`config.mk`:
```
export PLATFORM = sky130hd
export DESIGN_NAME = multi_timer_table
export DESIGN_NICKNAME = d
export VERILOG_FILES = /design/src/rtl/mtt_pkg.sv /design/src/rtl/multi_timer_table.sv /design/src/rtl/mtt_cell.sv
export SDC_FILE = /design/constraint.sdc
export NUM_CORES = 2
export LEC_CHECK = 0
export ABC_AREA = 1
export BUFFER_PORTS_ARGS = -buffer_cell sky130_fd_sc_hd__clkbuf_2
export CAP_MARGIN = 0
export CORE_MARGIN = 2
export CORE_UTILIZATION = 40
export DETAILED_ROUTE_END_ITERATION = 6
export PLACE_DENSITY = 0.52
export SETUP_SLACK_MARGIN = 0.2
export SKIP_LAST_GASP = 1
export SLEW_MARGIN = 20
export SYNTH_ARGS = -nofsm -noshare
export SYNTH_HDL_FRONTEND = slang
export SYNTH_SLANG_ARGS = --single-unit
```
`constraint.sdc`:
```
create_clock -name i_clk -period 9.2 [get_ports i_clk]
set_input_delay 0.92 -clock i_clk [delete_from_list [all_inputs] [get_ports i_clk]]
set_output_delay 0.92 -clock i_clk [all_outputs]
set_load 0.02 [all_outputs]
```
`src/rtl/mtt_pkg.sv`:
```
// Shared types, codes and helpers for the timer table.
// Used by mtt_cell and multi_timer_table; depends on nothing else.
package mtt_pkg;

    localparam int SLOTS = 16;
    localparam int IW    = (SLOTS > 1) ? $clog2(SLOTS) : 1;
    localparam int CW    = $clog2(SLOTS + 1);

    localparam logic [30:0] WAIT_MAX = 31'h7FFF_FFFF;

    localparam logic [1:0] OP_ADD    = 2'd0;
    localparam logic [1:0] OP_REMOVE = 2'd1;
    localparam logic [1:0] OP_TICK   = 2'd2;
    localparam logic [1:0] OP_CLEAR  = 2'd3;

    localparam logic [2:0] KIND_ADD    = 3'd0;
    localparam logic [2:0] KIND_REMOVE = 3'd1;
    localparam logic [2:0] KIND_FIRE   = 3'd2;
    localparam logic [2:0] KIND_TICK   = 3'd3;
    localparam logic [2:0] KIND_CLEAR  = 3'd4;

    localparam logic [1:0] STAT_OK        = 2'd0;
    localparam logic [1:0] STAT_FULL      = 2'd1;
    localparam logic [1:0] STAT_NOT_FOUND = 2'd2;

    typedef enum logic [1:0] {
        ST_IDLE,
        ST_SCAN,
        ST_EMIT
    } t_state;

    typedef struct packed {
        logic [7:0]         id;
        logic [31:0]        expiry;
        logic [30:0]        period;
        logic signed [15:0] repeats;
    } t_entry;

    typedef struct packed {
        logic [2:0]  kind;
        logic [7:0]  id;
        logic [1:0]  status;
        logic        finished;
        logic [30:0] next_wait;
        logic        last;
    } t_result;

    // Add with saturation at all ones
    function automatic logic [31:0] sat_add(input logic [31:0] a, input logic [30:0] b);
        logic [32:0] s;
        s = {1'b0, a} + {2'b0, b};
        return s[32] ? 32'hFFFF_FFFF : s[31:0];
    endfunction

endpackage

```
`src/rtl/multi_timer_table.sv`:
```
// Timer table top level: request decode, scan sequencer and result register.
// Depends on mtt_pkg and mtt_cell.
//
// Requests enter on s_axis (tuser = operation, tdata = id, time, delay, period,
// repeat count). Results leave on m_axis (tuser = kind, tlast = final result
// of the request, tdata = id, status, finished, next wait).
// Entries live in a chain of 16 cells kept packed in insertion order. Remove
// and tick rotate the chain one entry per cycle, unless a tick holds as below,
// through the head cell, where the entry is checked, updated and written back
// to the tail or dropped. Add and clear act on acceptance, then the result is
// presented from the emit state; remove and tick scan each live entry first.
// One request is worked on at a time; s_axis_tready is high while idle,
// including while the last result still waits in the output register.
// When the receiver stalls, a tick scan holds at any entry that is due to fire
// until the output register frees; other entries keep moving.
// Reset empties the table and drops any pending result.
module multi_timer_table (
    input  logic         i_clk,
    input  logic         i_rst_n,
    input  logic         s_axis_tvalid,
    output logic         s_axis_tready,
    // operation[1:0]
    input  logic [1:0]   s_axis_tuser,
    // timer_id[7:0], now_ms[39:8], first_delay[70:40], period[101:71],
    // repeat_count[117:102], zero[119:118]
    input  logic [119:0] s_axis_tdata,
    output logic         m_axis_tvalid,
    input  logic         m_axis_tready,
    // kind[2:0]
    output logic [2:0]   m_axis_tuser,
    output logic         m_axis_tlast,
    // fired_id[7:0], status[9:8], finished[10], next_wait[41:11], zero[47:42]
    output logic [47:0]  m_axis_tdata
);

    localparam int SLOTS = mtt_pkg::SLOTS;
    localparam int IW    = mtt_pkg::IW;
    localparam int CW    = mtt_pkg::CW;

    mtt_pkg::t_state r_state, n_state;
    logic [1:0]      r_op, n_op;
    logic [7:0]      r_id, n_id;
    logic [31:0]     r_now, n_now;
    logic [CW-1:0]   r_count, n_count;
    logic [CW-1:0]   r_left, n_left;
    logic            r_found, n_found;
    logic [30:0]     r_best, n_best;
    mtt_pkg::t_result r_res, n_res;
    logic            r_ovalid, n_ovalid;
    mtt_pkg::t_result r_out, n_out;

    mtt_pkg::t_entry w_cell [SLOTS];
    logic            w_load [SLOTS];
    mtt_pkg::t_entry w_load_data;
    logic            w_shift;
    logic [IW-1:0]   w_load_idx;
    logic            w_load_en;

    mtt_pkg::t_entry  w_head, w_upd, w_new;
    logic             w_hit, w_fin, w_out_free, w_accept;
    logic [31:0]      w_diff, w_wait;
    logic [CW-1:0]    w_tail;

    // Chain of cells, each fed by its right neighbor; the last cell feeds itself
    for (genvar g = 0; g < SLOTS; g++) begin : g_cell
        if (g < SLOTS - 1) begin : g_mid
            mtt_cell u_cell (
                .i_clk       (i_clk),
                .i_load      (w_load[g]),
                .i_load_data (w_load_data),
                .i_shift     (w_shift),
                .i_neighbor  (w_cell[g+1]),
                .o_entry     (w_cell[g])
            );
        end else begin : g_end
            mtt_cell u_cell (
                .i_clk       (i_clk),
                .i_load      (w_load[g]),
                .i_load_data (w_load_data),
                .i_shift     (w_shift),
                .i_neighbor  (w_cell[g]),
                .o_entry     (w_cell[g])
            );
        end
        assign w_load[g] = w_load_en && (w_load_idx == IW'(g));
    end

    assign w_out_free    = !r_ovalid || m_axis_tready;
    assign s_axis_tready = (r_state == mtt_pkg::ST_IDLE);
    assign w_accept      = s_axis_tvalid && s_axis_tready;
    assign w_tail        = r_count - CW'(1);

    // Head entry update for a tick
    assign w_head = w_cell[0];
    assign w_hit  = (w_head.expiry <= r_now);
    always_comb begin
        w_upd = w_head;
        if (w_hit) begin
            w_upd.expiry = mtt_pkg::sat_add(r_now, w_head.period);
            if (w_head.repeats > 16'sd0) begin
                w_upd.repeats = w_head.repeats - 16'sd1;
            end
        end
    end
    assign w_fin  = w_hit && (w_upd.repeats == 16'sd0);
    assign w_diff = w_upd.expiry - r_now;
    assign w_wait = (w_upd.expiry < r_now) ? {1'b0, mtt_pkg::WAIT_MAX} : w_diff;

    // New entry from the request
    always_comb begin
        w_new.id      = s_axis_tdata[7:0];
        w_new.expiry  = mtt_pkg::sat_add(s_axis_tdata[39:8], s_axis_tdata[70:40]);
        w_new.period  = s_axis_tdata[101:71];
        w_new.repeats = s_axis_tdata[117:102];
    end

    // Sequencer: next state, cell controls and results
    always_comb begin
        n_state     = r_state;
        n_op        = r_op;
        n_id        = r_id;
        n_now       = r_now;
        n_count     = r_count;
        n_left      = r_left;
        n_found     = r_found;
        n_best      = r_best;
        n_res       = r_res;
        n_ovalid    = r_ovalid && !m_axis_tready;
        n_out       = r_out;
        w_shift     = 1'b0;
        w_load_en   = 1'b0;
        w_load_idx  = w_tail[IW-1:0];
        w_load_data = w_upd;

        unique case (r_state)
            mtt_pkg::ST_IDLE: begin
                if (w_accept) begin
                    n_op  = s_axis_tuser;
                    n_id  = s_axis_tdata[7:0];
                    n_now = s_axis_tdata[39:8];
                    n_res = '0;
                    n_res.last = 1'b1;
                    unique case (s_axis_tuser)
                        mtt_pkg::OP_ADD: begin
                            n_res.kind = mtt_pkg::KIND_ADD;
                            n_res.id   = s_axis_tdata[7:0];
                            if (r_count == CW'(SLOTS)) begin
                                n_res.status = mtt_pkg::STAT_FULL;
                            end else begin
                                w_load_en   = 1'b1;
                                w_load_idx  = r_count[IW-1:0];
                                w_load_data = w_new;
                                n_count     = r_count + CW'(1);
                            end
                            n_state = mtt_pkg::ST_EMIT;
                        end
                        mtt_pkg::OP_CLEAR: begin
                            n_res.kind = mtt_pkg::KIND_CLEAR;
                            n_count    = '0;
                            n_state    = mtt_pkg::ST_EMIT;
                        end
                        default: begin
                            n_left  = r_count;
                            n_found = 1'b0;
                            n_best  = mtt_pkg::WAIT_MAX;
                            n_state = mtt_pkg::ST_SCAN;
                        end
                    endcase
                end
            end

            mtt_pkg::ST_SCAN: begin
                if (r_left == '0) begin
                    n_res = '0;
                    n_res.last = 1'b1;
                    if (r_op == mtt_pkg::OP_TICK) begin
                        n_res.kind      = mtt_pkg::KIND_TICK;
                        n_res.next_wait = r_best;
                    end else begin
                        n_res.kind   = mtt_pkg::KIND_REMOVE;
                        n_res.id     = r_id;
                        n_res.status = r_found ? mtt_pkg::STAT_OK : mtt_pkg::STAT_NOT_FOUND;
                    end
                    n_state = mtt_pkg::ST_EMIT;
                end else if (r_op == mtt_pkg::OP_TICK) begin
                    // Hold on a due entry until the result register frees
                    if (!w_hit || w_out_free) begin
                        w_shift = 1'b1;
                        n_left  = r_left - CW'(1);
                        if (w_hit) begin
                            n_ovalid = 1'b1;
                            n_out    = '0;
                            n_out.kind     = mtt_pkg::KIND_FIRE;
                            n_out.id       = w_head.id;
                            n_out.finished = w_fin;
                        end
                        if (w_fin) begin
                            n_count = r_count - CW'(1);
                        end else begin
                            w_load_en = 1'b1;
                            if (w_wait < {1'b0, r_best}) begin
                                n_best = w_wait[30:0];
                            end
                        end
                    end
                end else begin
                    // Remove: drop the oldest match, rotate the rest
                    w_shift     = 1'b1;
                    n_left      = r_left - CW'(1);
                    w_load_data = w_head;
                    if (!r_found && (w_head.id == r_id)) begin
                        n_found = 1'b1;
                        n_count = r_count - CW'(1);
                    end else begin
                        w_load_en = 1'b1;
                    end
                end
            end

            mtt_pkg::ST_EMIT: begin
                if (w_out_free) begin
                    n_ovalid = 1'b1;
                    n_out    = r_res;
                    n_state  = mtt_pkg::ST_IDLE;
                end
            end

            default: begin
                n_state = mtt_pkg::ST_IDLE;
            end
        endcase
    end

    // Control registers
    always_ff @(posedge i_clk) begin
        if (!i_rst_n) begin
            r_state  <= mtt_pkg::ST_IDLE;
            r_count  <= '0;
            r_left   <= '0;
            r_found  <= 1'b0;
            r_ovalid <= 1'b0;
        end else begin
            r_state  <= n_state;
            r_count  <= n_count;
            r_left   <= n_left;
            r_found  <= n_found;
            r_ovalid <= n_ovalid;
        end
    end

    // Payload registers
    always_ff @(posedge i_clk) begin
        r_op   <= n_op;
        r_id   <= n_id;
        r_now  <= n_now;
        r_best <= n_best;
        r_res  <= n_res;
        r_out  <= n_out;
    end

    assign m_axis_tvalid = r_ovalid;
    assign m_axis_tuser  = r_out.kind;
    assign m_axis_tlast  = r_out.last;
    assign m_axis_tdata  = {6'b0, r_out.next_wait, r_out.finished, r_out.status, r_out.id};

endmodule

```
`src/rtl/mtt_cell.sv`:
```
// One slot of the timer chain: holds an entry, loads a new one or takes its neighbor's.
// Depends on mtt_pkg.
module mtt_cell (
    input  logic            i_clk,
    input  logic            i_load,
    input  mtt_pkg::t_entry i_load_data,
    input  logic            i_shift,
    input  mtt_pkg::t_entry i_neighbor,
    output mtt_pkg::t_entry o_entry
);

    mtt_pkg::t_entry r_entry;

    // Load wins over shift so the rotated head lands at the tail
    always_ff @(posedge i_clk) begin
        if (i_load) begin
            r_entry <= i_load_data;
        end else if (i_shift) begin
            r_entry <= i_neighbor;
        end
    end

    assign o_entry = r_entry;

endmodule
```
==> impl_metrics.csv <==
group,metric,value,unit
run_status,status,"finished, final reports clean",
clock_tree,cts_setup_buffers,0,
drt,wl_per_cell,19.0,µm
clock_tree,cts-root-buf,"clkbuf_16",
worst_hold_path,min_path_cells,1,
setup_path,cp_common_cell,"nand2_1",
clock_tree,cts_buffers,172,
finish,syn_to_final_growth,9.95,%
global_routing,grt_max_degree,203,
setup_path,critPathLaunchType,"register",
logic_synthesis,synthDistinctLibCells,54,
drt,viasPerCell,5.10,
worst_hold_path,min_to,"r_id[0]",
timing,rsz0062_at_grt,"no",
placement,gp_congestion,0.961,
power,power,20.6,mW
timing,maxSlewViolCount,0,
logic_synthesis,synth_top_cell_by_area,"edfxtp_1",
power,power_density,240,nW/µm²
timing,tightestPinTransition,1.10,ns
timing,period_needed,8.02,ns
setup_path,slowest_delay,0.49,ns
setup_path,reg2reg_slack,1.18,ns
floorplanning,ioPinCount,180,
logic_synthesis,syn_area,78200,µm²
setup_path,cp.arrival,8.46,ns
placement,hpwl,145,mm
floorplanning,fp.dieH,446,µm
setup_path,ff2ff_path_depth,40,
finish,drive_gt1_frac,0.0695,
drt,post-route-drc-count,0,
setup_path,critPathKind,"reg2reg",
setup_path,r2r-start,"r_now[0]",
floorplanning,core_area,195000,µm²
timing,fin_setup_tns,0,ns
drt,detail-route-antenna-nets,0,
clock_tree,htreeDepth,4,
clock_tree,insertion_delay,0.83,ns
timing,setup_viol,0,
clock_tree,clockBufferDepth,3,
finish,final_util,0.442,
global_routing,grt_pass1_vias,52333,
logic_synthesis,synthArstFlopShare,0,
logic_synthesis,syn_inst,8368,
logic_synthesis,yosys_warnings,0,
worst_hold_path,worstHoldStart,"s_axis_tdata[0]",
power,clkPwrFrac,0.321,
finish,fin_nets,8521,
power,p_sw_frac,0.338,
power,intPower,13.7,mW
drt,vias,55725,
timing,skew,0.0479,ns
clock_tree,clk_pin_slew,0.06,ns
timing,fin_crit_sh,0.871,
logic_synthesis,ys_ff_latch,1569,
global_routing,antenna_found_initial,7,
global_routing,grt_usage,0.208,
logic_synthesis,synth_ff_type,"edfxtp_1",
timing,fmax,125,MHz
power,combPwrFrac,0.243,
setup_path,timing.rr.end,"r_best[4]",
logic_synthesis,synth_edf_count,1555,
timing,fin_hold_ws,0.305,ns
setup_path,worstSetupEndpointType,"register",
logic_synthesis,synth.top_cell.area_share,0.597,
timing,hold_viol,0,
floorplanning,die_area,199000,µm²
power,p_seq_frac,0.437,
drt,drt_iter0_drc,4724,
clock_tree,hold_buffers,0,
placement,portBuffers,171,
logic_synthesis,synth_area_leaders,"edfxtp_1 (60%), nand2_1 (16%), nand3_1 (9.2%)",
setup_path,cp_max_fo,31,
clock_tree,tritoncts,"built",
timing,slew_headroom,0.268,
floorplanning,rows,162,
drt,postRouteWirelength,208,mm
logic_synthesis,syn-mean-instance-area,9.34,µm²
global_routing,grt-ovfl-total,0,
power,ir_worst_vdd,0.208,mV
floorplanning,die_x,446,µm
drt,dr.pass1.iters,6,
worst_hold_path,holdCritPathClass,"in2reg",
power,cellLeakagePower,35.9,nW
power,switchingPower,6.96,mW
clock_tree,cts_resized,0,
global_routing,grt_pass1_wl,325,mm
setup_path,cp_slowest_cell,"edfxtp_1",
floorplanning,start_util,0.402,
setup_path,worstPathRequired,9.64,ns
clock_tree,clock-sinks,1569,
flow_run,max-cap-violations,0,
logic_synthesis,yosysSeqAreaShare,0.601,
synthesized netlist by cell type (4+ instances only):
library cell and instances:
a31oi_1 8, xor2_1 62, nor2_1 246, inv_1 352, dfxtp_1 14, o211ai_1 28
or2_2 15, nand4_1 22, nand2_2 4, a211oi_1 8, a21oi_1 189, nand3_1 1433
nand2_4 14, nor3_1 19, a221oi_1 4, o22ai_1 36, o21ai_0 187, o21bai_1 13
buf_6 34, nor4_1 8, o21a_1 9, buf_2 231, a21boi_0 5, o221ai_1 7
buf_1 63, ha_1 165, nor2_2 8, o21ai_1 13, nand2_1 3289, nand3b_1 4
xnor2_1 24, clkbuf_1 236, a21o_1 17, edfxtp_1 1555, buf_4 18
worst max-delay path, delay by kind of cell, from the launching register on:
kind                       cells  cell delay, ns
buffers and inverters          5            0.97
adders and majority gates      4            1.58
and+or+nand+nor               24            2.92
DFF                            1            0.49
AOI/OAI and AO/OA              7            1.66
cell usage in the layout, fill, tap and decap left out, types with 6 or more instances in the layout:
cell type | synthesis | final
a211oi_1 | 8 | 8
nand2_8 | 0 | 9
edfxtp_1 | 1555 | 1555
a31oi_1 | 8 | 8
nor2_4 | 1 | 17
nand4_1 | 22 | 22
nor3_1 | 19 | 19
inv_6 | 0 | 8
a21o_1 | 17 | 17
nand2_1 | 3289 | 3270
o21ai_0 | 187 | 184
ha_1 | 165 | 162
clkbuf_16 | 0 | 175
clkinv_1 | 1 | 42
o22ai_1 | 36 | 35
dfxtp_1 | 14 | 14
xor2_1 | 62 | 62
buf_4 | 18 | 79
buf_6 | 34 | 6
xnor2_1 | 24 | 24
clkinv_2 | 0 | 23
nand2_4 | 14 | 26
bufinv_16 | 0 | 9
nor2_1 | 246 | 235
o21a_1 | 9 | 9
o221ai_1 | 7 | 7
buf_12 | 0 | 7
nand3_1 | 1433 | 1433
a21oi_1 | 189 | 187
o211ai_1 | 28 | 28
clkbuf_1 | 236 | 49
or2_2 | 15 | 15
nor4_1 | 8 | 8
inv_1 | 352 | 350
o21ai_1 | 13 | 15
clkbuf_2 | 0 | 171
conb_1 | 1 | 6
o21bai_1 | 13 | 13
through the flow:
stage,area [µm²],setup slack (ns),std cells
after floorplan,78200,2.16,8373
after global placement,80500,1.22,10595
after detailed placement,80600,1.29,10595
after CTS,85900,1.23,10912
after global routing,86000,0.626,10917
final,86000,1.18,10917
area by class of cell:
class / count / area, µm²
clock buffer: 226 / 4590
multi-input combinational: 5865 / 27500
antenna: 5 / 12.5
timing repair buffer: 263 / 1660
fill: 18527 / 109000
inverter: 356 / 1340
sequential: 1569 / 47000
clock inverter: 91 / 743
tap: 2542 / 3180
power by group through the flow:
stage          sequential, mW  clock [mW]  combinational (mW)
6_report                 9.01        6.61                5.00
5_1_grt                  9.06        7.06                5.56
4_1_cts                  9.02        6.79                5.04
3_5_place_dp             9.16           0                5.02
3_3_place_gp             9.15           0                4.98
2_1_floorplan            9.21           0                3.21
cells by family (layout without fill, tap and decap cells):
kind of cell | Yosys count | in the layout | synth area share
AOI/OAI and AO/OA | 536 | 536 | 0.0387
xor gates and xnor gates | 86 | 86 | 0.00963
adders and majority gates | 168 | 168 | 0.0272
buffers and inverters | 939 | 936 | 0.0530
DFF | 1569 | 1569 | 0.601
other | 1 | 11 | 0.0000480
and+or+nand+nor | 5069 | 5069 | 0.271
layer usage:
layer | share of wire | GRT usage | vias to the layer above
li1 | - | - | 28086
met1 | 0.47 | 0.298 | 25984
met2 | 0.45 | 0.321 | 1342
met3 | 0.045 | 0.0271 | 311
met4 | 0.035 | 0.0773 | 2
met5 | 0.000092 | 0 | -
state kept, by name (all words and copies together) (netlist names):
| register | flops |
|---|---|
| r_state | 2 |
| r_count | 5 |
| r_id | 8 |
| r_found | 1 |
| g_cell.g_mid.u_cell.o_entry | 1305 |
| m_axis_tdata | 42 |
| m_axis_tuser | 3 |
| r_now | 32 |
| g_cell.g_end.u_cell.o_entry | 87 |
| r_op | 2 |
| m_axis_tvalid | 1 |
| m_axis_tlast | 1 |
| r_best | 31 |
| r_res | 44 |
| r_left | 5 |
worst max-delay path by stage:
stage	start	end	cells after the start
finish	r_now[0]	r_best[4]	40
global route	r_now[0]	r_best[7]	42
CTS	r_now[0]	r_best[7]	40
detailed placement	r_now[0]	r_best[7]	40
global placement	r_now[0]	r_best[7]	40
floorplan	r_now[0]	r_best[0]	39
(Power assumes the default switching activity.)
